===== src/rtl/core/fqs_pkg.sv =====
`default_nettype none

package fqs_pkg;

    // Queue geometry
    localparam int DEPTH   = 16;
    localparam int IDX_W   = $clog2(DEPTH);
    localparam int CNT_W   = $clog2(DEPTH + 1);
    localparam int COUNT_W = 5;

    // Command codes
    localparam logic [2:0] CMD_PUSH  = 3'd0;
    localparam logic [2:0] CMD_POP   = 3'd1;
    localparam logic [2:0] CMD_PEEK  = 3'd2;
    localparam logic [2:0] CMD_FIND  = 3'd3;
    localparam logic [2:0] CMD_CLEAR = 3'd4;

    // Status codes
    localparam logic [1:0] ST_OK   = 2'd0;
    localparam logic [1:0] ST_MISS = 2'd1;
    localparam logic [1:0] ST_FULL = 2'd2;

    // Values returned when no entry is returned
    localparam logic [7:0]         NO_CHAR = 8'd0;
    localparam logic signed [31:0] NO_ID   = -32'sd1;

    typedef struct packed {
        logic [2:0]         command;
        logic [7:0]         item_char;
        logic signed [31:0] item_id;
        logic signed [31:0] search_id;
    } cmd_beat_t;

    typedef struct packed {
        logic [7:0]         out_char;
        logic signed [31:0] out_id;
        logic [1:0]         status;
        logic               is_empty;
        logic [COUNT_W-1:0] entry_count;
    } rsp_beat_t;

    typedef struct packed {
        logic [7:0]         ch;
        logic signed [31:0] id;
    } entry_t;

    typedef struct packed {
        logic             we;
        logic             re;
        logic [IDX_W-1:0] addr;
        entry_t           wdata;
    } mem_req_t;

    typedef struct packed {
        logic      valid;
        rsp_beat_t beat;
    } res_t;

endpackage

`default_nettype wire


===== src/rtl/core/fqs_ram.sv =====
`default_nettype none

module fqs_ram #(
    parameter int DEPTH_P = 16,
    parameter int ADDR_W  = 4,
    parameter int DATA_W  = 40
) (
    input  logic              clk,
    input  logic              we,
    input  logic              re,
    input  logic [ADDR_W-1:0] addr,
    input  logic [DATA_W-1:0] wdata,
    output logic [DATA_W-1:0] rdata
);

    logic [DATA_W-1:0] mem [DEPTH_P];
    logic [DATA_W-1:0] rdata_reg;

    always_ff @(posedge clk)
    begin
        if (we)
        begin
            mem[addr] <= wdata;
        end
        if (re)
        begin
            rdata_reg <= mem[addr];
        end
    end

    assign rdata = rdata_reg;

endmodule

`default_nettype wire


===== src/rtl/core/fqs_ctrl.sv =====
`default_nettype none

module fqs_ctrl (
    input  logic                clk,
    input  logic                rst_n,
    input  logic                cmd_valid,
    output logic                cmd_stall,
    input  fqs_pkg::cmd_beat_t  cmd,
    output fqs_pkg::mem_req_t   mem_req,
    input  fqs_pkg::entry_t     mem_rdata,
    output fqs_pkg::res_t       res,
    input  logic                res_take
);

    typedef enum logic [3:0] {
        S_IDLE = 4'b0001,
        S_RD   = 4'b0010,
        S_SCAN = 4'b0100,
        S_DONE = 4'b1000
    } state_t;

    state_t                        state_reg, state_next;
    logic [fqs_pkg::IDX_W-1:0]     head_reg, head_next;
    logic [fqs_pkg::IDX_W-1:0]     tail_reg, tail_next;
    logic [fqs_pkg::CNT_W-1:0]     count_reg, count_next;
    logic [fqs_pkg::IDX_W-1:0]     scan_pos_reg, scan_pos_next;
    logic [fqs_pkg::CNT_W-1:0]     scan_left_reg, scan_left_next;
    logic [2:0]                    op_reg, op_next;
    logic signed [31:0]            key_reg, key_next;
    logic [7:0]                    res_char_reg, res_char_next;
    logic signed [31:0]            res_id_reg, res_id_next;
    logic [1:0]                    res_status_reg, res_status_next;

    function automatic logic [fqs_pkg::IDX_W-1:0] ring_next(
        input logic [fqs_pkg::IDX_W-1:0] pos
    );
        if (pos == fqs_pkg::IDX_W'(fqs_pkg::DEPTH - 1))
        begin
            return '0;
        end
        return pos + fqs_pkg::IDX_W'(1);
    endfunction

    always_comb
    begin
        state_next      = state_reg;
        head_next       = head_reg;
        tail_next       = tail_reg;
        count_next      = count_reg;
        scan_pos_next   = scan_pos_reg;
        scan_left_next  = scan_left_reg;
        op_next         = op_reg;
        key_next        = key_reg;
        res_char_next   = res_char_reg;
        res_id_next     = res_id_reg;
        res_status_next = res_status_reg;

        cmd_stall       = 1'b1;
        mem_req         = '0;
        mem_req.addr    = head_reg;

        res.valid            = 1'b0;
        res.beat.out_char    = res_char_reg;
        res.beat.out_id      = res_id_reg;
        res.beat.status      = res_status_reg;
        res.beat.is_empty    = (count_reg == '0);
        res.beat.entry_count = fqs_pkg::COUNT_W'(count_reg);

        case (state_reg)
            S_IDLE:
            begin
                cmd_stall = 1'b0;
                if (cmd_valid)
                begin
                    op_next         = cmd.command;
                    key_next        = cmd.search_id;
                    res_char_next   = fqs_pkg::NO_CHAR;
                    res_id_next     = fqs_pkg::NO_ID;
                    res_status_next = fqs_pkg::ST_OK;
                    state_next      = S_DONE;
                    case (cmd.command)
                        fqs_pkg::CMD_PUSH:
                        begin
                            if (count_reg == fqs_pkg::CNT_W'(fqs_pkg::DEPTH))
                            begin
                                res_status_next = fqs_pkg::ST_FULL;
                            end
                            else
                            begin
                                mem_req.we       = 1'b1;
                                mem_req.addr     = tail_reg;
                                mem_req.wdata.ch = cmd.item_char;
                                mem_req.wdata.id = cmd.item_id;
                                tail_next        = ring_next(tail_reg);
                                count_next       = count_reg + fqs_pkg::CNT_W'(1);
                            end
                        end
                        fqs_pkg::CMD_POP,
                        fqs_pkg::CMD_PEEK:
                        begin
                            if (count_reg == '0)
                            begin
                                res_status_next = fqs_pkg::ST_MISS;
                            end
                            else
                            begin
                                mem_req.re = 1'b1;
                                state_next = S_RD;
                            end
                        end
                        fqs_pkg::CMD_FIND:
                        begin
                            if (count_reg == '0)
                            begin
                                res_status_next = fqs_pkg::ST_MISS;
                            end
                            else
                            begin
                                mem_req.re     = 1'b1;
                                scan_pos_next  = ring_next(head_reg);
                                scan_left_next = count_reg;
                                state_next     = S_SCAN;
                            end
                        end
                        fqs_pkg::CMD_CLEAR:
                        begin
                            head_next  = '0;
                            tail_next  = '0;
                            count_next = '0;
                        end
                        default:
                        begin
                            // unused codes: report ok, leave state alone
                        end
                    endcase
                end
            end
            S_RD:
            begin
                res_char_next = mem_rdata.ch;
                res_id_next   = mem_rdata.id;
                if (op_reg == fqs_pkg::CMD_POP)
                begin
                    head_next  = ring_next(head_reg);
                    count_next = count_reg - fqs_pkg::CNT_W'(1);
                end
                state_next = S_DONE;
            end
            S_SCAN:
            begin
                // compare the entry read last cycle, fetch the next one meanwhile
                if (mem_rdata.id == key_reg)
                begin
                    res_char_next = mem_rdata.ch;
                    res_id_next   = mem_rdata.id;
                    state_next    = S_DONE;
                end
                else if (scan_left_reg == fqs_pkg::CNT_W'(1))
                begin
                    res_status_next = fqs_pkg::ST_MISS;
                    state_next      = S_DONE;
                end
                else
                begin
                    mem_req.re     = 1'b1;
                    mem_req.addr   = scan_pos_reg;
                    scan_pos_next  = ring_next(scan_pos_reg);
                    scan_left_next = scan_left_reg - fqs_pkg::CNT_W'(1);
                end
            end
            S_DONE:
            begin
                res.valid = 1'b1;
                if (res_take)
                begin
                    state_next = S_IDLE;
                end
            end
            default:
            begin
                state_next = S_IDLE;
            end
        endcase
    end

    always_ff @(posedge clk or negedge rst_n)
    begin
        if (!rst_n)
        begin
            state_reg <= S_IDLE;
            head_reg  <= '0;
            tail_reg  <= '0;
            count_reg <= '0;
        end
        else
        begin
            state_reg <= state_next;
            head_reg  <= head_next;
            tail_reg  <= tail_next;
            count_reg <= count_next;
        end
    end

    always_ff @(posedge clk)
    begin
        scan_pos_reg   <= scan_pos_next;
        scan_left_reg  <= scan_left_next;
        op_reg         <= op_next;
        key_reg        <= key_next;
        res_char_reg   <= res_char_next;
        res_id_reg     <= res_id_next;
        res_status_reg <= res_status_next;
    end

endmodule

`default_nettype wire


===== src/rtl/core/fifo_queue_with_id_search.sv =====
// Channel   Direction  Beat type            Handshake
// cmd       in         fqs_pkg::cmd_beat_t  cmd_valid / cmd_stall
// rsp       out        fqs_pkg::rsp_beat_t  rsp_valid / rsp_stall
//
// One command in flight; push, clear and unused codes finish without a memory read,
// pop and peek make one entry memory read, and find reads one entry per cycle from
// the head and stops at the first matching id.
// A result reaches the output register before the next accept.
// A stalled rsp beat holds there; a finished result waits and holds off new commands.
// Reset clears head, tail and count; the entry memory needs no clearing pass.
`default_nettype none

module fifo_queue_with_id_search (
    input  logic               clk,
    input  logic               rst_n,
    input  logic               cmd_valid,
    output logic               cmd_stall,
    input  fqs_pkg::cmd_beat_t cmd,
    output logic               rsp_valid,
    input  logic               rsp_stall,
    output fqs_pkg::rsp_beat_t rsp
);

    fqs_pkg::mem_req_t  mem_req;
    fqs_pkg::entry_t    mem_rdata;
    fqs_pkg::res_t      res;
    logic               res_take;

    logic               out_valid_reg, out_valid_next;
    fqs_pkg::rsp_beat_t out_data_reg;

    // Sequencer: pointers, count and the per-command walk over the memory
    fqs_ctrl u_ctrl (
        .clk       (clk),
        .rst_n     (rst_n),
        .cmd_valid (cmd_valid),
        .cmd_stall (cmd_stall),
        .cmd       (cmd),
        .mem_req   (mem_req),
        .mem_rdata (mem_rdata),
        .res       (res),
        .res_take  (res_take)
    );

    // Entry store: character and id side by side in one word
    fqs_ram #(
        .DEPTH_P (fqs_pkg::DEPTH),
        .ADDR_W  (fqs_pkg::IDX_W),
        .DATA_W  ($bits(fqs_pkg::entry_t))
    ) u_ram (
        .clk   (clk),
        .we    (mem_req.we),
        .re    (mem_req.re),
        .addr  (mem_req.addr),
        .wdata (mem_req.wdata),
        .rdata (mem_rdata)
    );

    // Load a finished result when the output slot is empty or draining
    assign res_take       = res.valid && (!out_valid_reg || !rsp_stall);
    assign out_valid_next = res_take || (out_valid_reg && rsp_stall);

    always_ff @(posedge clk or negedge rst_n)
    begin
        if (!rst_n)
        begin
            out_valid_reg <= 1'b0;
        end
        else
        begin
            out_valid_reg <= out_valid_next;
        end
    end

    // Hold the payload while stalled; advance only on a new result
    always_ff @(posedge clk)
    begin
        if (res_take)
        begin
            out_data_reg <= res.beat;
        end
    end

    assign rsp_valid = out_valid_reg;
    assign rsp       = out_data_reg;

endmodule

`default_nettype wire


===== config.mk =====
export PLATFORM = sky130hd
export DESIGN_NAME = fifo_queue_with_id_search
export DESIGN_NICKNAME = d
export VERILOG_FILES = /design/src/rtl/core/fqs_pkg.sv /design/src/rtl/core/fqs_ram.sv /design/src/rtl/core/fqs_ctrl.sv /design/src/rtl/core/fifo_queue_with_id_search.sv
export SDC_FILE = /design/constraint.sdc
export NUM_CORES = 1
export LEC_CHECK = 0
export BUFFER_PORTS_ARGS = -buffer_cell sky130_fd_sc_hd__buf_2
export CAP_MARGIN = 20
export CORE_ASPECT_RATIO = 0.8
export CORE_UTILIZATION = 66
export DETAILED_ROUTE_END_ITERATION = 10
export PLACE_DENSITY = 0.89
export SETUP_SLACK_MARGIN = 0.02
export SYNTH_ARGS = -nofsm -noshare
export SYNTH_HDL_FRONTEND = slang
export SYNTH_SLANG_ARGS = --single-unit

===== constraint.sdc =====
create_clock -name clk -period 14.5 [get_ports clk]
set_input_delay 3.625 -clock clk [delete_from_list [all_inputs] [get_ports clk]]
set_output_delay 3.625 -clock clk [all_outputs]
set_load 0.1 [all_outputs]

# After elaboration in Yosys (flattened, before gate mapping)
# Memories as Yosys holds them, arrays and structs flattened. A register that Yosys moved wholly into a read port is not among the register bits.
# Index checks and enable logic that the tools add are counted.
[word_totals]
ff_bits = 152
ram_bits = 640
out_inout_bits = 50
word_cells = 158
mem_count = 1
[classes]
n_addsub = 6
n_eq_ne = 29
muxes = 83
reduce_logical = 22
[memory_table]
columns = ["name", "depth", "width", "rd", "rd_clocked_by_memory_dff", "wr", "line", "text"]
rows = [
  ["u_ram.mem", 16, 40, 1, 1, 1, "fqs_ram.sv:16", "logic [DATA_W-1:0] mem [DEPTH_P];"],
]
[op_table]
columns = ["cell", "n"]
rows = [
  ["32-bit one-hot mux with 3 select lines", 1],
  ["4-bit 2-to-1 mux", 22],
  ["44-bit 2-to-1 mux", 2],
  ["32-bit 2-to-1 mux", 2],
  ["5-bit 2-to-1 mux", 10],
  ["46-bit 2-to-1 mux", 1],
  ["40-bit 2-to-1 mux", 1],
  ["5-bit one-hot mux with 2 select lines", 4],
  ["32-bit equality test", 1],
  ["4-bit one-hot mux with 2 select lines", 4],
  ["1-bit 2-to-1 mux", 26],
  ["8-bit one-hot mux with 3 select lines", 1],
  ["4-bit equality test, second input constant", 4],
  ["8-bit 2-to-1 mux", 2],
  ["2-bit inequality test, second input constant", 8],
  ["4-bit one-hot mux with 4 select lines", 1],
  ["4-bit by 1-bit adder with 4-bit output, second input constant", 3],
  ["4-bit AND reduction", 3],
  ["5-bit by 1-bit subtractor with 5-bit output, second input constant", 2],
  ["2-bit 2-to-1 mux", 4],
  ["2-bit one-hot mux with 2 select lines", 2],
  ["3-bit by 1-bit equality test with 1-bit output, second input constant", 2],
  ["3-bit by 2-bit equality test with 1-bit output, second input constant", 2],
  ["2-bit by 1-bit inequality test with 1-bit output, second input constant", 3],
  ["other kinds (22)", 29],
]

# Logic depth before layout (Yosys ltp)
# Gate-level depths: netlist (run 1).
[depth]
depth_word = 11
mapped_depth = 14
ltp_nobuf = 11

# Modules after synthesis
# Synthesis (run 1) repeated with hierarchy kept, for this count alone.
[unflattened]
hier_cells = 1493
hier_area_um2 = 31667.9
[by_module_without_submodules]
columns = ["mod", "n_inst", "cells_each", "area_per_inst_um2"]
rows = [
  ["fqs_ram", 1, 1042, 25207.9],
  ["fqs_ctrl", 1, 400, 4974.8],
  ["fifo_queue_with_id_search", 1, 51, 1485.2],
]

# Least setup slack after synthesis (run 1)
# No wires, ideal clock.
[synth_timing]
path_type = "in2reg"
from = "input port cmd[73] in the netlist's numbering"
to = "memory u_ram.mem[0][0] (enable)"
setup_time_ns = 0.438
arrival_time_ns = 7.318
setup_slack_ns = 6.745
stages = 10
path_buffers = 3
path_cell_list = "nor2_1 > nand3_2 > nor3b_4 > mux2_2 > mux2i_1 > buf_2 > buf_2 > buf_2 > nand3_1 > nor2_1"
[synth_between]
elab_chain_cells = 6
word_cells_on_any_way = 8
[synth_rtl]
columns = ["item", "line", "text"]
rows = [
  ["start, declared", "fifo_queue_with_id_search.sv:18", "input fqs_pkg::cmd_beat_t cmd,"],
  ["3-bit logical NOT (*)", "fqs_ctrl.sv:81", "case (cmd.command)"],
  ["1-bit 2-to-1 mux", "fqs_ctrl.sv:81", ""],
  ["46-bit 2-to-1 mux (*)", "fqs_ctrl.sv:73", "if (cmd_valid)"],
  ["1-bit 2-to-1 mux", "fqs_ctrl.sv:69", "case (state_reg)"],
  ["1-bit 2-to-1 mux", "fqs_ram.sv:21", "if (we)"],
  ["1-bit 2-to-1 mux (not written as such)", "fqs_ram.sv:23", "mem[addr] <= wdata;"],
  ["end, declared", "fqs_ram.sv:16", ""],
]
# Mark *: on every way between the ends. The rest lies on a longest branch, timed or not.

# Final worst setup path (run 1)
[layout_timing]
from = "input port cmd[73] in the netlist's numbering"
to = "register u_ram.rdata_reg[31], in the netlist u_ram.rdata[31], read port of u_ram.mem (data pin)"
[layout_between]
elab_chain_cells = 5
word_cells_on_any_way = 9
[layout_rtl]
columns = ["item", "line", "text"]
rows = [
  ["3-bit by 1-bit equality test with 1-bit output, or another cell as far along", "fqs_ctrl.sv:81", ""],
  ["3-bit OR reduction (no source line)", "-", ""],
  ["1-bit 2-to-1 mux", "-", ""],
  ["46-bit 2-to-1 mux (*)", "fqs_ctrl.sv:73", ""],
  ["5-bit one-hot mux with 2 select lines (*)", "fqs_ctrl.sv:69", ""],
  ["end, declared", "fqs_ram.sv:17", "logic [DATA_W-1:0] rdata_reg;"],
]
# Marked as above.
# A chain may end at the register's enable or synchronous reset.

==> results.md, run 1 <==
- Data arrives at the worst endpoint at about 8.5 ns.
- The layout-stage area growth over the synthesis result is 11.5%.
- The via count of the first global-routing pass was 19,200.
- The number of cells produced by synthesis is slightly above 2,000.
- The count of cells along the worst hold path is 0.
- The congestion estimate from routability-driven global placement came to 0.891.
- The most common cell after layout, fill and taps aside is sky130_fd_sc_hd__edfxtp_1.
- In the layout the commonest cells are sky130_fd_sc_hd__edfxtp_1, sky130_fd_sc_hd__nand2_1, sky130_fd_sc_hd__a21oi_1, sky130_fd_sc_hd__buf_2, sky130_fd_sc_hd__a221oi_1.
- The post-route antenna net violation count is 0.
- Traced cell by cell, the critical path runs through buf_2 > nor2_1 > nand3_2 > nor3b_4 > buf_4 > mux2_2 > mux2i_4 > buf_4 > buf_4 > mux2i_1 > o22ai_1 > or4_1.
- The leakage power is ~13 nW.
- The clock latency on the worst-skew pair is 0.63 ns.
- The delay of the slowest cell on the worst path is 0.95 ns.
- The total congestion overflow after global routing is 0.
- The count of max-cap constraint violations is 0.
- The path class of the lowest-slack min-delay path is reg2reg.
- The number of remaining DRC errors is 0.
- In the synthesized netlist the async set-or-reset flop fraction comes to ~2.2%.
- Yosys mapped a number of flops with a built-in enable equal to around 810.
- The finished layout holds about 2,800 standard cells, fillers aside.
- Across every metal layer, demand over resource in global routing totals 32.0%.
- The number of input and output port buffers inserted is roughly 130.
- Counting every net in the synthesized netlist gives roughly 2,100.
- The region available for standard cell placement spans roughly 48,000 um^2.
- The setup TNS is 0 ns.
- The area of combinational cells with multiple inputs is 6800 um^2.
- The fill cell instance count of the final layout is between 2,000 and 2,500.
- The overall power of the completed layout is ~6.4 mW.
- The number of rows in the core area is just over 70.
- The total count of hold-check failures in the final report is 0.
- The die span in y is between 150 and 200 um.
- The critical path class is in2reg.
- The effective utilization at floorplan is ~68%.
- The flow ran to the end, and the final reports show no timing, DRC or antenna violations.
- For hold timing, the worst endpoint is rsp[16].
- For met3 alone, demand over resource in global routing was under 10%.
- Static timing analysis puts the maximum clock frequency at between 0.1 and 0.15 GHz.
- The hold buffer count at cts is 0.
- Buffers added to address setup during post-CTS repair amount to 0.
- The via total after detailed routing is approximately 20,000.
- The startpoint of the worst register-to-register path is u_ctrl.state_reg[1].
- The final period utilization is approximately 56%.
- Hold is met by ~0.42 ns.
- After detailed routing, the number of vias per cell comes to slightly below 7.
- At the worst endpoint, the required time is roughly 15 ns.
- In this run the cell area of the synthesized design comes to around 32,000 um^2.
- The master cell of the clock root buffer is sky130_fd_sc_hd__clkbuf_16.
- The register-to-register path setup slack is roughly 8.7 ns.
- The TritonCTS clock tree is built.
- The maximum number of buffers from clock root to sink is 3.
- For the worst flop-to-flop path, the logic depth is 8.
- In this run the most critical hold path is launched from u_ctrl.res_id_reg[8].
- The routed wire length is around 78,000 um.
- The category of the worst setup path capture point is a flop.
- The critical path's slowest cell is sky130_fd_sc_hd__buf_4.
- In this run the power density over the cells is 178 nW/um^2.
- The end of the worst register-to-register path is u_ram.mem[8][20].
- Entering global routing, the biggest net connects approximately 160 pins.
- The number of clock sinks is about 830.
- The netlist uses between 60 and 70 different library cells.
- The routed wirelength normalized by instance count is ~28 um.
- The final critical path time including I/O delays and setup is 8.11 ns.
- The worst path setup slack after routing is 6.39 ns.
- The die is 249 um wide.
- Across the whole layout, storage elements account for roughly 25,000 um^2.
- The number of nets in the final layout is around 2,200.
- The kind of launch point of the worst setup path is a primary input.
- IR analysis of the VDD net gives a maximum drop of 0.256 mV.
- The top-level port count is between 100 and 150.
- The first-pass GRT wire length is 115,000 um.
- The starting DRC count in detailed routing is approximately 3,000.
- The most frequent cell on the critical path is sky130_fd_sc_hd__buf_4.
- The worst setup slack before clock tree synthesis is slightly below 6 ns.
- The met2 track utilization from global routing is roughly half.
- The maximum fanout along the worst path is 81.
- In this run the tightest slew margin relative to its limit is about 27%.
- The setup violation total in the final timing report is 0.
- The die footprint is a little under 50,000 um^2.
- The number of pins exceeding their max-slew limit in the final report is 0.
- The mean area per synthesized cell is approximately 16 um^2.
- The number of antenna violations at the first check in global routing is 4.
- After clock tree synthesis, the clock-pin slew on the worst setup and hold paths is about 0.060 ns.
- The clock tree skew after final layout is 0.0253 ns.
- The global routing stage identified its most utilized layer as met2.
- After detailed placement, the design holds a cell count of approximately 2,700.
- At the pin with the least slew margin, the transition time is about 1.1 ns.
- The met1 layer usage reported by global route is around two fifths.
- The placed wire-length estimate is ~43,000 um.
- The H-tree depth reported by CTS is 3.
- The register with the most flip-flops in the layout has 640 of them.
- The number of detailed-routing iterations run before antenna repair is 6.
- The sequential-to-total area share from yosys stat is between 70% and 80%.
- The synthesized design contains 832 register bits.
- Among all flip-flop cells after synthesis, the most frequent one is sky130_fd_sc_hd__edfxtp_1.
- For this run, the number of Yosys warnings is 0.
- Setup repair after global routing left no endpoint under its margin.
- The total CTS buffers is 75.
- The share of cells above drive strength 1 is 15.4%.
- The number of gates resized after CTS was 0.
-- area by class of cell --
| type | count | area share (%) |
|---|---|---|
| multi-input combinational | 1069 | 19.0 |
| tap | 620 | 2.17 |
| inverter | 5 | 0.0524 |
| clock buffer | 98 | 5.84 |
| timing repair buffer | 164 | 2.64 |
| antenna | 1 | 0.00699 |
| sequential | 832 | 69.6 |
| clock inverter | 38 | 0.734 |
-- routing by layer --
layer	vias to the layer above	part of all wire (%)
li1	8126	-
met5	-	0.023
met2	1694	48
met4	2	3.7
met1	9475	35
met3	262	14
-- cells in the mapped netlist (2+ instances only) --
cell | count | area share, %
sky130_fd_sc_hd__nor4b_1 | 4 | 0.11
sky130_fd_sc_hd__or2_2 | 33 | 0.64
sky130_fd_sc_hd__nand3_1 | 10 | 0.16
sky130_fd_sc_hd__dfrtp_1 | 17 | 1.3
sky130_fd_sc_hd__a32o_1 | 5 | 0.16
sky130_fd_sc_hd__nand2_1 | 267 | 3.1
sky130_fd_sc_hd__ha_1 | 8 | 0.31
sky130_fd_sc_hd__o32ai_1 | 5 | 0.14
sky130_fd_sc_hd__edfxtp_1 | 814 | 76
sky130_fd_sc_hd__nor2_1 | 38 | 0.44
sky130_fd_sc_hd__nor2b_1 | 8 | 0.16
sky130_fd_sc_hd__nor3_1 | 3 | 0.047
sky130_fd_sc_hd__a221o_1 | 3 | 0.094
sky130_fd_sc_hd__and3_1 | 3 | 0.058
sky130_fd_sc_hd__buf_6 | 7 | 0.25
sky130_fd_sc_hd__a22o_1 | 2 | 0.055
sky130_fd_sc_hd__xor2_1 | 2 | 0.055
sky130_fd_sc_hd__nand4_1 | 11 | 0.21
sky130_fd_sc_hd__a221oi_1 | 105 | 2.9
sky130_fd_sc_hd__buf_1 | 13 | 0.15
sky130_fd_sc_hd__clkbuf_1 | 62 | 0.72
sky130_fd_sc_hd__buf_4 | 3 | 0.070
sky130_fd_sc_hd__nor4_2 | 2 | 0.078
sky130_fd_sc_hd__o22ai_1 | 43 | 0.84
sky130_fd_sc_hd__o21ai_0 | 24 | 0.37
sky130_fd_sc_hd__a21o_1 | 5 | 0.12
sky130_fd_sc_hd__mux2i_1 | 97 | 3.0
sky130_fd_sc_hd__a21oi_1 | 235 | 3.7
sky130_fd_sc_hd__or4_1 | 35 | 0.82
sky130_fd_sc_hd__buf_2 | 41 | 0.64
sky130_fd_sc_hd__and2_1 | 44 | 0.86
sky130_fd_sc_hd__or3_1 | 5 | 0.097
sky130_fd_sc_hd__o21ai_1 | 4 | 0.062
sky130_fd_sc_hd__a31oi_1 | 3 | 0.058
sky130_fd_sc_hd__inv_1 | 5 | 0.058
sky130_fd_sc_hd__xnor2_1 | 35 | 0.95
-- cells by family after synthesis --
logic type	share of synthesized area [%]
fa+ha+maj	0.312
compound gates	8.92
xor+xnor	1.01
buf+inv	1.89
mux	3.11
flops	77.5
simple gates	7.23
-- critical path: cells and delay by family --
kind	cells	cell delay, ns
compound gates	1	0.13
buf+inv	4	2.36
mux	3	0.93
simple gates	4	1.25
-- report_power, final --
part           internal, mW  switching (mW)  total [mW]
registers              2.86           0.119        2.97
clock network          1.07           0.840        1.91
logic                 0.427            1.07        1.49
total                  4.35            2.02        6.38
-- worst max-delay path by stage --
stage                 start               end  slack, ns  cells past startpoint
floorplan           cmd[73]   u_ram.mem[0][0]       6.74                     10
global placement    cmd[73]  u_ram.mem[8][16]       6.02                     10
detailed placement  cmd[73]   u_ram.rdata[29]       5.91                     12
CTS                 cmd[73]   u_ram.rdata[31]       6.53                     12
global route        cmd[73]   u_ram.rdata[31]       6.28                     12
finish              cmd[73]   u_ram.rdata[31]       6.39                     12
-- per-stage QoR --
stage | area, um^2 | util, %
after global placement | 33400 | 70.3
after CTS | 35800 | 75.3
after floorplan | 32100 | -
final | 35800 | 75.3
after global routing | 35800 | 75.3
after detailed placement | 33400 | 70.3
(Power assumes the default switching activity.)
==> run 2, diff against run 1 <==
CORE_UTILIZATION = 61   (was 66)
PLACE_DENSITY = 0.84   (was 0.89)
clock period = 8.3 ns   (was 14.5 ns; I/O delays follow)
==> run 2 against run 1 <==
Compared with the run above:
- via count fell by 1.2%
- first-iteration DRC count down 6.4%
- count of clock-buffer cells in the layout is 6 lower
- non-clock buffer count up 5
- sequential power increased by 75%
- combinational power up 76%
- critical path depth fell by 1
- clock power increased by 81%
- critical path type unchanged
- largest power group unchanged
- highest routed layer unchanged
==> results.md, run 2 (synthesized netlist as in run 1, its figures left out) <==
- The fill cell instance count of the final layout is 3,161 (+30%).
- The total count of hold-check failures in the final report was 0 (unchanged).
- The number of rows in the core area is 74 (+4.2%).
- The number of input and output port buffers inserted is 128 (unchanged).
- The die footprint is 53,600 um^2 (+8.1%).
- The count of cells resized by post-cts repair is 0 (unchanged).
- The setup TNS is 0 ns (unchanged).
- The effective utilization at floorplan was 62.4% (-5.2 points).
- The number of detailed-routing iterations run before antenna repair was 5 (-1).
- The setup violation total in the final timing report is 0 (unchanged).
- The kind of launch point of the worst setup path is a primary input.
- The via count of the first global-routing pass is 19,000 (-1.3%).
- The number of antenna repair diodes is 0 (-1).
- The clock latency on the worst-skew pair is 0.63 ns (about the same).
- The peak supply drop came to 0.340 mV (+33%).
- The path class of the lowest-slack min-delay path is reg2reg.
- The total congestion overflow after global routing is 0 (unchanged).
- The maximum achievable frequency is ~0.17 GHz.
- In the layout the commonest cells are sky130_fd_sc_hd__edfxtp_1, sky130_fd_sc_hd__nand2_1, sky130_fd_sc_hd__a21oi_1, sky130_fd_sc_hd__buf_2, sky130_fd_sc_hd__a221oi_1.
- The maximum number of pins on one net before global-route repair is 154 (-5.5%).
- The number of clock sinks is 832 (unchanged).
- Compared with the post-synthesis result, the final layout area differs by 12.3%.
- The hold buffer count at cts is 0 (unchanged).
- The number of antenna violations at the first check in global routing is 2 (-2).
- The sum of routed wire segments on met1 is 29,400 um (+7.6%).
- The clock tree skew after final layout came to 0.0181 ns (-0.00723 ns).
- The detailed router used layers up to and including met5.
- The last weighted congestion value of the routability-driven placer is 0.843 (-5.3%).
- The die span in y came to 207 um (+4.0%).
- The power per unit of standard cell area is 313 nW/um^2 (+76%).
- The via total after detailed routing came to 19,300 (-1.2%).
- Leaving out fill and tap cells, the most frequent cell in the layout is sky130_fd_sc_hd__edfxtp_1.
- The combined flip-flop and latch cell area came to 24,900 um^2 (unchanged).
- The placed wire-length estimate is 43,600 um (+2.3%).
- The number of vias per cell is 6.67 (-3.5%).
- The count of max-cap constraint violations came to 0 (unchanged).
- The number of pins exceeding their max-slew limit in the final report is 0 (unchanged).
- The area of combinational cells with multiple inputs is 6800 um^2 (unchanged).
- The detailed route wirelength on metal3 was 10,300 um (-5.5%).
- The share of cells above drive strength 1 is 16.1% (+0.73 points).
- CTS placed an instance of sky130_fd_sc_hd__clkbuf_16 at the clock tree root.
- The pin slew with the least headroom to its limit is 1.08 ns (-0.0154 ns).
- The maximum fanout along the worst path is 43 (-47%).
- The category of the worst setup path capture point is a flop.
- The number of nets in the final layout is 2,240 (+0.27%).
- The total CTS buffers came to 76 (+1.3%).
- The routed wirelength normalized by instance count is 27.4 um (-1.3%).
- The clock input transition at the sequential cells of the worst setup and hold paths is 0.07 ns (about the same).
- The first-pass GRT wire length is 117,000 um (+1.6%).
- TritonCTS built the clock tree.
- The total setup buffers inserted after CTS is 0 (unchanged).
- The routed wire length is 79,300 um (+1.1%).
- The starting DRC count in detailed routing came to 2,831 (-6.4%).
- The total track usage is 29.7% (-2.3 points).
- The maximum number of buffers from clock root to sink is 3 (unchanged).
- The area inside the core boundary was 51,500 um^2 (+8.3%).
- The max-slew headroom at the worst pin is 27.7% (+0.86 points).
- The signal arrival time at the worst endpoint is 6.29 ns (-2.17 ns).
- For the finished layout, the period the worst path requires is a little under 6 ns.
- The flow ran to the end, and the final reports show no timing, DRC or antenna violations.
- Setup repair after global routing left no endpoint under its margin.
- The horizontal extent of the die was 259 um (+4.0%).
- The number of remaining DRC errors is 0 (unchanged).
- The met2 layer wire length in the routed design was 36,900 um (-1.0%).
- The top-level port count is 129 (unchanged).
- After layout, the worst path uses between 70% and 80% of the clock period.
- The worst path setup slack after routing came to 2.37 ns (-4.02 ns).
- The post-route antenna net violation count is 0 (unchanged).
- The number of flip-flops under the largest register name is 640 (unchanged).
- The critical path in this run is classified as in2reg.
- The H-tree depth reported by CTS came to 3 (unchanged).
- The leakage power is 12.8 nW (+0.80%).
- The required time of the critical path is 8.66 ns (-6.19 ns).
- The worst setup slack before clock tree synthesis is 1.86 ns (-4.06 ns).
## run 2: metrics by stage
step / instances / power, mW / hold WS, ns / util (%) / cell area, um^2
6_report: 2895 / 11.3 / 0.415 / 70.0 / 36000
3_3_place_gp: 2754 / 7.68 / 0.403 / 65.1 / 33500
5_1_grt: 2895 / 11.6 / 0.426 / 70.0 / 36000
3_5_place_dp: 2757 / 7.80 / 0.405 / 65.2 / 33600
2_1_floorplan: 2032 / 7.07 / 0.400 / - / 32100
4_1_cts: 2893 / 11.2 / 0.417 / 70.0 / 36000
## run 2: path summary, 6_finish.rpt
| kind | startpoint | endpoint | slack, ns | depth (start not counted) |
|---|---|---|---|---|
| worst max-delay path | cmd[73] | u_ram.rdata[12] | 2.37 | 11 |
| worst min-delay path | u_ctrl.res_char_reg[5] | rsp[45] | 0.42 | 0 |
| worst max register to register | u_ram.rdata[23] | u_ram.mem[6][29] | 2.86 | 8 |
| worst min register to register | u_ctrl.res_char_reg[5] | rsp[45] | 0.42 | 0 |
| max in group asynchronous | rst_n | u_ctrl.state_reg[0] | 6.57 | 1 |
| min in group asynchronous | rst_n | u_ctrl.head_reg[2] | 1.39 | 1 |
## run 2: power by group
group | internal (mW) | switching (mW)
sequential | 4.99 | 0.215
clock | 1.95 | 1.52
combinational | 0.760 | 1.86
total | 7.69 | 3.59
## run 2: area by class of cell
class | instances | area share [%]
clock buffer | 92 | 5.65
clock inverter | 44 | 1.13
inverter | 5 | 0.0521
multi-input combinational | 1069 | 18.9
sequential | 832 | 69.1
tap | 684 | 2.37
timing repair buffer | 169 | 2.86
## run 2: critical path: stages
cell	delay, ns
sky130_fd_sc_hd__buf_2	0.12
sky130_fd_sc_hd__nor2_1	0.31
sky130_fd_sc_hd__nand3_2	0.16
sky130_fd_sc_hd__nor3b_4	0.38
sky130_fd_sc_hd__buf_4	0.59
sky130_fd_sc_hd__a221oi_4	0.20
sky130_fd_sc_hd__a21bo_2	0.45
sky130_fd_sc_hd__buf_4	0.46
sky130_fd_sc_hd__or2_1	0.75
sky130_fd_sc_hd__o22ai_1	0.24
sky130_fd_sc_hd__or4_1	0.54
## run 2: metal layers
metal  vias to the layer above  GRT usage [%]
met5                         -              0
met4                         2           11.3
met3                       213           8.58
met2                      1443           45.0
met1                      9531           41.3
li1                       8130              -
